## src/rtl/core/pmqd_pkg.sv

```systemverilog
// Package: shared constants and types for the priority message queue.
package pmqd_pkg;
    localparam int POOL_DEPTH   = 32;
    localparam int PRIO_LEVELS  = 32;
    localparam int NUM_SERVICES = 32;
    localparam int SLOT_W  = $clog2(POOL_DEPTH);
    localparam int LEVEL_W = $clog2(PRIO_LEVELS);
    localparam int CNT_W   = $clog2(POOL_DEPTH + 1);

    localparam logic [2:0] ST_QUEUED        = 3'd0;
    localparam logic [2:0] ST_POOL_EMPTY    = 3'd1;
    localparam logic [2:0] ST_DROP_SEND     = 3'd2;
    localparam logic [2:0] ST_DELIVERED     = 3'd3;
    localparam logic [2:0] ST_DROP_DISPATCH = 3'd4;
    localparam logic [2:0] ST_NONE          = 3'd5;

    localparam logic OP_SEND     = 1'b0;
    localparam logic OP_DISPATCH = 1'b1;

    // controller -> datapath
    typedef struct packed {
        logic load;      // capture input item
        logic rd;        // issue memory reads for the held item
        logic exec;      // apply update, build result
    } pmqd_cmd_t;

    // datapath -> controller
    typedef struct packed {
        logic dummy_ok;
    } pmqd_stat_t;

    typedef struct packed {
        logic [31:0] reply_handle;
        logic [31:0] msg_handle;
        logic [4:0]  prio;
        logic [4:0]  service_index;
        logic        op;
    } pmqd_item_t;

    typedef struct packed {
        logic [5:0]  free_slots;
        logic        any_pending;
        logic [31:0] out_reply;
        logic [31:0] out_msg;
        logic [4:0]  out_service;
        logic [2:0]  status;
    } pmqd_res_t;

    function automatic logic [LEVEL_W-1:0] lowest_set(input logic [PRIO_LEVELS-1:0] x);
        logic [LEVEL_W-1:0] n;
        n = '0;
        for (int i = PRIO_LEVELS - 1; i >= 0; i--)
            if (x[i])
                n = LEVEL_W'(i);
        return n;
    endfunction
endpackage

```

## src/rtl/core/pmqd_ctrl.sv

```systemverilog
// Controller: sequences load, read and execute phases for one item.
module pmqd_ctrl (
    input  logic               clk,
    input  logic               rst_n,
    input  logic               in_fire,
    input  logic               out_busy,
    input  pmqd_pkg::pmqd_stat_t stat,
    output pmqd_pkg::pmqd_cmd_t  cmd,
    output logic               in_rdy
);
    import pmqd_pkg::*;

    localparam logic [1:0] S_IDLE = 2'd0;
    localparam logic [1:0] S_READ = 2'd1;
    localparam logic [1:0] S_EXEC = 2'd2;

    logic [1:0] state_reg, state_next;

    always_ff @(posedge clk or negedge rst_n)
    begin
        if (!rst_n)
            state_reg <= S_IDLE;
        else
            state_reg <= state_next;
    end

    always_comb
    begin
        state_next = state_reg;
        cmd = '0;
        in_rdy = 1'b0;
        unique case (state_reg)
            S_IDLE:
            begin
                in_rdy = 1'b1;
                cmd.load = in_fire;
                if (in_fire)
                    state_next = S_READ;
            end
            S_READ:
            begin
                cmd.rd = 1'b1;
                state_next = S_EXEC;
            end
            S_EXEC:
            begin
                // wait until the output register is free
                if (!out_busy && stat.dummy_ok)
                begin
                    cmd.exec = 1'b1;
                    state_next = S_IDLE;
                end
            end
            default: state_next = S_IDLE;
        endcase
    end
endmodule

```

## src/rtl/core/pmqd_dp.sv

```systemverilog
// Datapath: slot pool memories, level lists, bitmap and result register.
module pmqd_dp (
    input  logic                clk,
    input  logic                rst_n,
    input  pmqd_pkg::pmqd_cmd_t cmd,
    input  pmqd_pkg::pmqd_item_t item,
    input  logic [31:0]         running_mask,
    output pmqd_pkg::pmqd_stat_t stat,
    output pmqd_pkg::pmqd_res_t res
);
    import pmqd_pkg::*;

    logic [SLOT_W-1:0]  slot_link  [POOL_DEPTH];
    logic [31:0]        slot_msg   [POOL_DEPTH];
    logic [31:0]        slot_reply [POOL_DEPTH];
    logic [4:0]         slot_service [POOL_DEPTH];
    logic [SLOT_W-1:0]  level_head [PRIO_LEVELS];
    logic [SLOT_W-1:0]  level_tail [PRIO_LEVELS];
    logic [POOL_DEPTH-1:0] link_vld_reg;   // unset: link reads as index+1

    pmqd_item_t            item_reg;
    logic [PRIO_LEVELS-1:0] nonempty_reg, nonempty_next;
    logic [SLOT_W-1:0]     free_head_reg, free_head_next;
    logic [CNT_W-1:0]      free_count_reg, free_count_next;

    // registered read results
    logic [LEVEL_W-1:0] lv_reg;
    logic [SLOT_W-1:0]  hd_reg, tl_reg, hlink_raw, flink_raw;
    logic               hlink_v, flink_v;
    logic [31:0]        rmsg_reg, rrep_reg;
    logic [4:0]         rsvc_reg;

    logic [LEVEL_W-1:0] lv_sel;
    logic [SLOT_W-1:0]  hd_sel;
    assign lv_sel = lowest_set(nonempty_reg);
    assign hd_sel = level_head[lv_sel];

    // item capture on load; read phase: level head/tail, head slot contents and free-list link
    always_ff @(posedge clk)
    begin
        if (cmd.load)
            item_reg <= item;
        if (cmd.rd)
        begin
            lv_reg    <= lv_sel;
            hd_reg    <= hd_sel;
            tl_reg    <= level_tail[lv_sel];
            rmsg_reg  <= slot_msg[hd_sel];
            rrep_reg  <= slot_reply[hd_sel];
            rsvc_reg  <= slot_service[hd_sel];
            hlink_raw <= slot_link[hd_sel];
            hlink_v   <= link_vld_reg[hd_sel];
            flink_raw <= slot_link[free_head_reg];
            flink_v   <= link_vld_reg[free_head_reg];
        end
    end

    logic [SLOT_W-1:0] hlink, flink;
    assign hlink = hlink_v ? hlink_raw : SLOT_W'(hd_reg + 1'b1);
    assign flink = flink_v ? flink_raw : SLOT_W'(free_head_reg + 1'b1);

    logic svc_run, pop_run, is_send, prio_ok, send_ok, any_lv, last;
    logic [LEVEL_W-1:0] sprio;
    assign is_send = (item_reg.op == OP_SEND);
    assign prio_ok = {27'd0, item_reg.prio} < 32'(PRIO_LEVELS);
    assign sprio   = LEVEL_W'(item_reg.prio);
    assign svc_run = ({27'd0, item_reg.service_index} < 32'(NUM_SERVICES))
                     && running_mask[item_reg.service_index];
    assign pop_run = ({27'd0, rsvc_reg} < 32'(NUM_SERVICES)) && running_mask[rsvc_reg];
    assign send_ok = prio_ok && (free_count_reg != '0) && svc_run;
    assign any_lv  = |nonempty_reg;
    assign last    = (hd_reg == tl_reg);

    pmqd_res_t res_c;
    always_comb
    begin
        nonempty_next   = nonempty_reg;
        free_head_next  = free_head_reg;
        free_count_next = free_count_reg;
        res_c = '0;
        if (is_send)
        begin
            res_c.out_service = item_reg.service_index;
            if (!prio_ok)
                res_c.status = ST_DROP_SEND;
            else if (free_count_reg == '0)
                res_c.status = ST_POOL_EMPTY;
            else if (!svc_run)
                res_c.status = ST_DROP_SEND;
            else
            begin
                res_c.status = ST_QUEUED;
                free_head_next  = flink;
                free_count_next = free_count_reg - 1'b1;
                nonempty_next[sprio] = 1'b1;
            end
        end
        else if (!any_lv)
            res_c.status = ST_NONE;
        else
        begin
            res_c.out_service = rsvc_reg;
            res_c.out_msg     = rmsg_reg;
            res_c.out_reply   = rrep_reg;
            res_c.status      = pop_run ? ST_DELIVERED : ST_DROP_DISPATCH;
            if (last)
                nonempty_next[lv_reg] = 1'b0;
            free_head_next = hd_reg;
            if (free_count_reg < CNT_W'(POOL_DEPTH))
                free_count_next = free_count_reg + 1'b1;
        end
        res_c.any_pending = |nonempty_next;
        res_c.free_slots  = 6'(free_count_next);
    end

    always_ff @(posedge clk or negedge rst_n)
    begin
        if (!rst_n)
        begin
            nonempty_reg   <= '0;
            free_head_reg  <= '0;
            free_count_reg <= CNT_W'(POOL_DEPTH);
            link_vld_reg   <= '0;
        end
        else if (cmd.exec)
        begin
            nonempty_reg   <= nonempty_next;
            free_head_reg  <= free_head_next;
            free_count_reg <= free_count_next;
            if (is_send && send_ok && nonempty_reg[sprio])
                link_vld_reg[level_tail[sprio]] <= 1'b1;
            else if (!is_send && any_lv)
                link_vld_reg[hd_reg] <= 1'b1;
        end
    end

    always_ff @(posedge clk)
    begin
        if (cmd.exec)
        begin
            res <= res_c;
            if (is_send && send_ok)
            begin
                slot_msg[free_head_reg]     <= item_reg.msg_handle;
                slot_reply[free_head_reg]   <= item_reg.reply_handle;
                slot_service[free_head_reg] <= item_reg.service_index;
                if (nonempty_reg[sprio])
                    slot_link[level_tail[sprio]] <= free_head_reg;
                else
                    level_head[sprio] <= free_head_reg;
                level_tail[sprio] <= free_head_reg;
            end
            else if (!is_send && any_lv)
            begin
                slot_link[hd_reg] <= free_head_reg;
                if (!last)
                    level_head[lv_reg] <= hlink;
            end
        end
    end

    assign stat.dummy_ok = 1'b1;
endmodule

```

## src/rtl/core/priority_message_queue_dispatch_top.sv

```systemverilog
// Top level: strict-priority message queue with stream ports.
// Each input transfer is captured, then the tables are read, then the update is applied and
// the result registered once the output register is free; the next item is taken after that.
// A new item is taken while the previous result waits in the output register.
// rst_n clears all control state asynchronously; running_mask resets to all ones.
// No clearing pass: the free-list links carry per-slot valid bits.
module priority_message_queue_dispatch_top (
    input  logic         clk,
    input  logic         rst_n,
    input  logic         s_tvalid,
    output logic         s_tready,
    input  logic [79:0]  s_tdata,   // service_index, prio, msg_handle, reply_handle, pad
    input  logic         s_tuser,   // op
    output logic         m_tvalid,
    input  logic         m_tready,
    output logic [79:0]  m_tdata,   // status, out_service, out_msg, out_reply, any_pending,
                                    // free_slots, pad
    input  logic         cfg_valid,
    output logic         cfg_ready,
    input  logic [31:0]  cfg_data
);
    import pmqd_pkg::*;

    pmqd_cmd_t  cmd;
    pmqd_stat_t stat;
    pmqd_item_t item;
    pmqd_res_t  res;
    logic [31:0] mask_reg;
    logic out_v_reg, in_rdy;

    assign cfg_ready = 1'b1;
    always_ff @(posedge clk or negedge rst_n)
    begin
        if (!rst_n)
            mask_reg <= '1;
        else if (cfg_valid)
            mask_reg <= cfg_data;
    end

    assign item.op            = s_tuser;
    assign item.service_index = s_tdata[4:0];
    assign item.prio          = s_tdata[9:5];
    assign item.msg_handle    = s_tdata[41:10];
    assign item.reply_handle  = s_tdata[73:42];
    assign s_tready = in_rdy;

    pmqd_ctrl u_ctrl (
        .clk(clk), .rst_n(rst_n), .in_fire(s_tvalid && in_rdy),
        .out_busy(out_v_reg && !m_tready), .stat(stat), .cmd(cmd), .in_rdy(in_rdy)
    );

    pmqd_dp u_dp (
        .clk(clk), .rst_n(rst_n), .cmd(cmd), .item(item),
        .running_mask(mask_reg), .stat(stat), .res(res)
    );

    always_ff @(posedge clk or negedge rst_n)
    begin
        if (!rst_n)
            out_v_reg <= 1'b0;
        else if (cmd.exec)
            out_v_reg <= 1'b1;
        else if (m_tready)
            out_v_reg <= 1'b0;
    end

    assign m_tvalid = out_v_reg;
    assign m_tdata  = {1'b0, res};
endmodule

```

## config.mk

```make
export PLATFORM = sky130hd
export DESIGN_NAME = priority_message_queue_dispatch_top
export DESIGN_NICKNAME = d
export VERILOG_FILES = /design/src/rtl/core/pmqd_pkg.sv /design/src/rtl/core/pmqd_ctrl.sv /design/src/rtl/core/pmqd_dp.sv /design/src/rtl/core/priority_message_queue_dispatch_top.sv
export SDC_FILE = /design/constraint.sdc
export NUM_CORES = 2
export LEC_CHECK = 0
export ABC_AREA = 1
export BUFFER_PORTS_ARGS = -buffer_cell sky130_fd_sc_hd__clkbuf_2
export CAP_MARGIN = 30
export CORE_UTILIZATION = 50
export CTS_CLUSTER_DIAMETER = 50
export DETAILED_ROUTE_END_ITERATION = 12
export PLACE_DENSITY = 0.66
export SETUP_SLACK_MARGIN = 0.02
export SYNTH_ARGS = -nofsm -noshare
export SYNTH_HDL_FRONTEND = slang
export SYNTH_HIERARCHICAL = 1
export SYNTH_SLANG_ARGS = --single-unit
```

## constraint.sdc

```tcl
create_clock -name clk -period 20.3 [get_ports clk]
set_clock_uncertainty 0.2 [all_clocks]
set_input_delay 4.06 -clock clk [delete_from_list [all_inputs] [get_ports clk]]
set_output_delay 4.06 -clock clk [all_outputs]
set_load 0.1 [all_outputs]
```

==> impl_metrics.env <==
export IMPL_synth_xor_xnor_area_share=0.000539
export IMPL_share_of_synthesized_cell_area_in_full_adder_half_adder_and_majority_cells=0.000962
export IMPL_mappedNetlistArea_mm2=0.130
export IMPL_pre_cts_ws_ps=10180
export IMPL_final_setup_viol_count=0
export IMPL_cp_slowest_cell="sky130_fd_sc_hd__nand2_4"
export IMPL_worst_ep_arrival_time_ps=10910
export IMPL_timing_critical_path_fanout_max=87
export IMPL_yosys_register_bits=3053
export IMPL_drv_slew=0
export IMPL_postSynthCellCount=11600
export IMPL_cp_startpoint="u_dp/nonempty_reg[30]"
export IMPL_drt_pass1_iterations=8
export IMPL_post_cts_buffers=0
export IMPL_ys_async_sr_fraction=0.0360
export IMPL_synth_net_count=11800
export IMPL_clock_sinks=3053
export IMPL_critical_path_most_common_cell="sky130_fd_sc_hd__nand2_1"
export IMPL_maximum_number_of_pins_on_one_net_before_global_route_repair=183
export IMPL_drt_first_iter_violations=11400
export IMPL_sequential_fraction_of_the_synthesis_area=0.701
export IMPL_post_cts_resize_count=0
export IMPL_ys_types=54
export IMPL_hold_path_class="reg -> reg"
export IMPL_most_common_cell_after_layout_fill_and_taps_aside="sky130_fd_sc_hd__edfxtp_1"
export IMPL_synth_mux_area_fraction=0.00169
export IMPL_insertion_delay_of_the_later_clocked_pin_in_the_worst_skew_pair_ps=900
export IMPL_yosys_warnings=6
export IMPL_postRouteWirelength_mm=378
export IMPL_crit_path_start_kind="flip-flop"
export IMPL_viasPerCell=5.97
export IMPL_die_height_um=512
export IMPL_finalHoldViolCount=0
export IMPL_critical_path_required_ps=20840
export IMPL_synth_compound_area_frac=0.0355
export IMPL_max_slew_worst_pin_slew_ps=1150
export IMPL_max_stage_delay_ps=860
export IMPL_fp_coreArea_mm2=0.258
export IMPL_drv_cap=0
export IMPL_clock_tree_htree_level_count=5
export IMPL_post_route_cells_drive_above_1_share=0.0872
export IMPL_final_antenna_net_count=0
export IMPL_reg2reg_from="u_dp/nonempty_reg[30]"
export IMPL_antenna_violations_before_repair=6
export IMPL_gp_congestion=0.886
export IMPL_simple_gate_share_of_the_synthesized_area=0.204
export IMPL_floorplan_die_area_mm2=0.262
export IMPL_outcome="completed"
export IMPL_setup_tns_final_ps=0
export IMPL_cts_root_buf="sky130_fd_sc_hd__clkbuf_16"
export IMPL_dominant_combinational_cell_family_by_area_after_synthesis="simple AND/OR/NAND/NOR gates"
export IMPL_synth_to_layout_area_growth_pct=12.2
export IMPL_ys_dominant_reg_cell="sky130_fd_sc_hd__edfxtp_1"
export IMPL_io_pin_count=201
export IMPL_rows=186
export IMPL_layout_nets=11800
export IMPL_synth_edf_count=2938
export IMPL_floorplan_initialDensity=0.505
export IMPL_fp_dieW_um=512
export IMPL_tritoncts_clock_tree="yes"
export IMPL_cts_made_buffers=349
export IMPL_gr_total_overflow=0
export IMPL_drc=0
export IMPL_postSynthAreaPerCell_um2=11.2
export IMPL_post_route_period_util=0.511
export IMPL_clock_tree_buffer_depth=4
export IMPL_numPortBuffers=192
export IMPL_endpoint_kind="flip-flop"
export IMPL_first_global_vias=88000
export IMPL_dp_hpwl_mm=196
export IMPL_grt_setup_unrepaired="no"
export IMPL_finalCriticalPeriod_ps=10370
export IMPL_biggestRegsByFlops="u_dp/slot_msg x1024, u_dp/slot_reply x1024"
export IMPL_via_count=91500
export IMPL_maxSlewHeadroom=0.231
export IMPL_mostFrequentLayoutCells="sky130_fd_sc_hd__edfxtp_1 (2938), sky130_fd_sc_hd__nand2_1 (2771), sky130_fd_sc_hd__nand3_1 (2458)"
export IMPL_grt_util_all_layers=0.282
export IMPL_path_class="reg -> reg"
export IMPL_grt_pass1_wl_mm=557
export IMPL_hold_path_startpoint="mask_reg[13]"
export IMPL_cts_hold_buffers=0
export IMPL_wire_per_inst_um=24.6
export IMPL_fmaxAchievable_mhz=96.4
export IMPL_finalWorstSetupSlack_ps=9930
export IMPL_worst_setup_hold_path_clk_slew_ps=60
==> worst max-delay path: cells and delay by family, from the launching register on <==
family	cells	cell delay, ps
DFF	1	410
and+or+nand+nor	43	4820
buffers and inverters	8	4430
==> cells by family (layout without fill, tap and decap cells) <==
kind of cell,after synthesis,after routing
compound gates,774,774
xor+xnor,8,8
fa+ha+maj,10,10
buf+inv,1742,2034
flops,3053,3053
mux,22,22
other cells,3,6
simple gates,6027,6027
==> synth_stat cells, drive strengths merged (15+ instances only) <==
library cell	instances	share of area
a32oi	15	0.0010
nand3	2460	0.095
a21oi	81	0.0031
clkbuf	259	0.0077
nor2	534	0.015
o211ai	30	0.0017
o221ai	72	0.0048
o22ai	72	0.0035
o21ai	427	0.016
nand3b	164	0.0095
nand2	2788	0.081
o32ai	15	0.0010
edfxtp	2938	0.68
inv	1013	0.029
mux2i	22	0.0017
dfrtp	77	0.015
dfstp	33	0.0067
nor3	45	0.0017
buf	466	0.020
==> metrics by stage <==
| step | utilization | cell area [µm²] | hold WS (ps) | cells |
|---|---|---|---|---|
| floorplan | - | 130000 | 239 | 11600 |
| global placement | 0.518 | 134000 | 255 | 14700 |
| detailed placement | 0.520 | 134000 | 261 | 14700 |
| CTS | 0.566 | 146000 | 271 | 15300 |
| global route | 0.566 | 146000 | 282 | 15300 |
| finish | 0.566 | 146000 | 269 | 15300 |
==> final timing paths <==
path	slack [ps]	to	cells after the start
hold / removal	270	mask_reg[13]	2
setup reg to reg	9930	u_dp/rmsg_reg[27]	51
min in group asynchronous	3060	u_dp/free_count_reg[1]	1
hold reg to reg	270	mask_reg[13]	2
setup / recovery	9930	u_dp/rmsg_reg[27]	51
max in group asynchronous	15450	u_dp/free_head_reg[0]	2
==> layer usage <==
metal | global-route usage | share of wire
met3 | 0.0438 | 0.10
met4 | 0.121 | 0.044
met5 | 0 | 0.000034
met1 | 0.381 | 0.38
met2 | 0.455 | 0.47
==> cell type report <==
cell class | count | area (µm²)
Sequential cell | 3053 | 91100
Fill cell | 20600 | 112000
Tap cell | 3384 | 4230
Timing Repair Buffer | 387 | 3050
Clock inverter | 221 | 2440
Inverter | 1017 | 3840
Clock buffer | 409 | 9250
Multi-Input combinational cell | 6844 | 32000
Antenna cell | 3 | 7.51
Power is left out: the tool's default activity adds up to more than one toggle a clock period on the data nets, which glitch-free logic cannot reach.
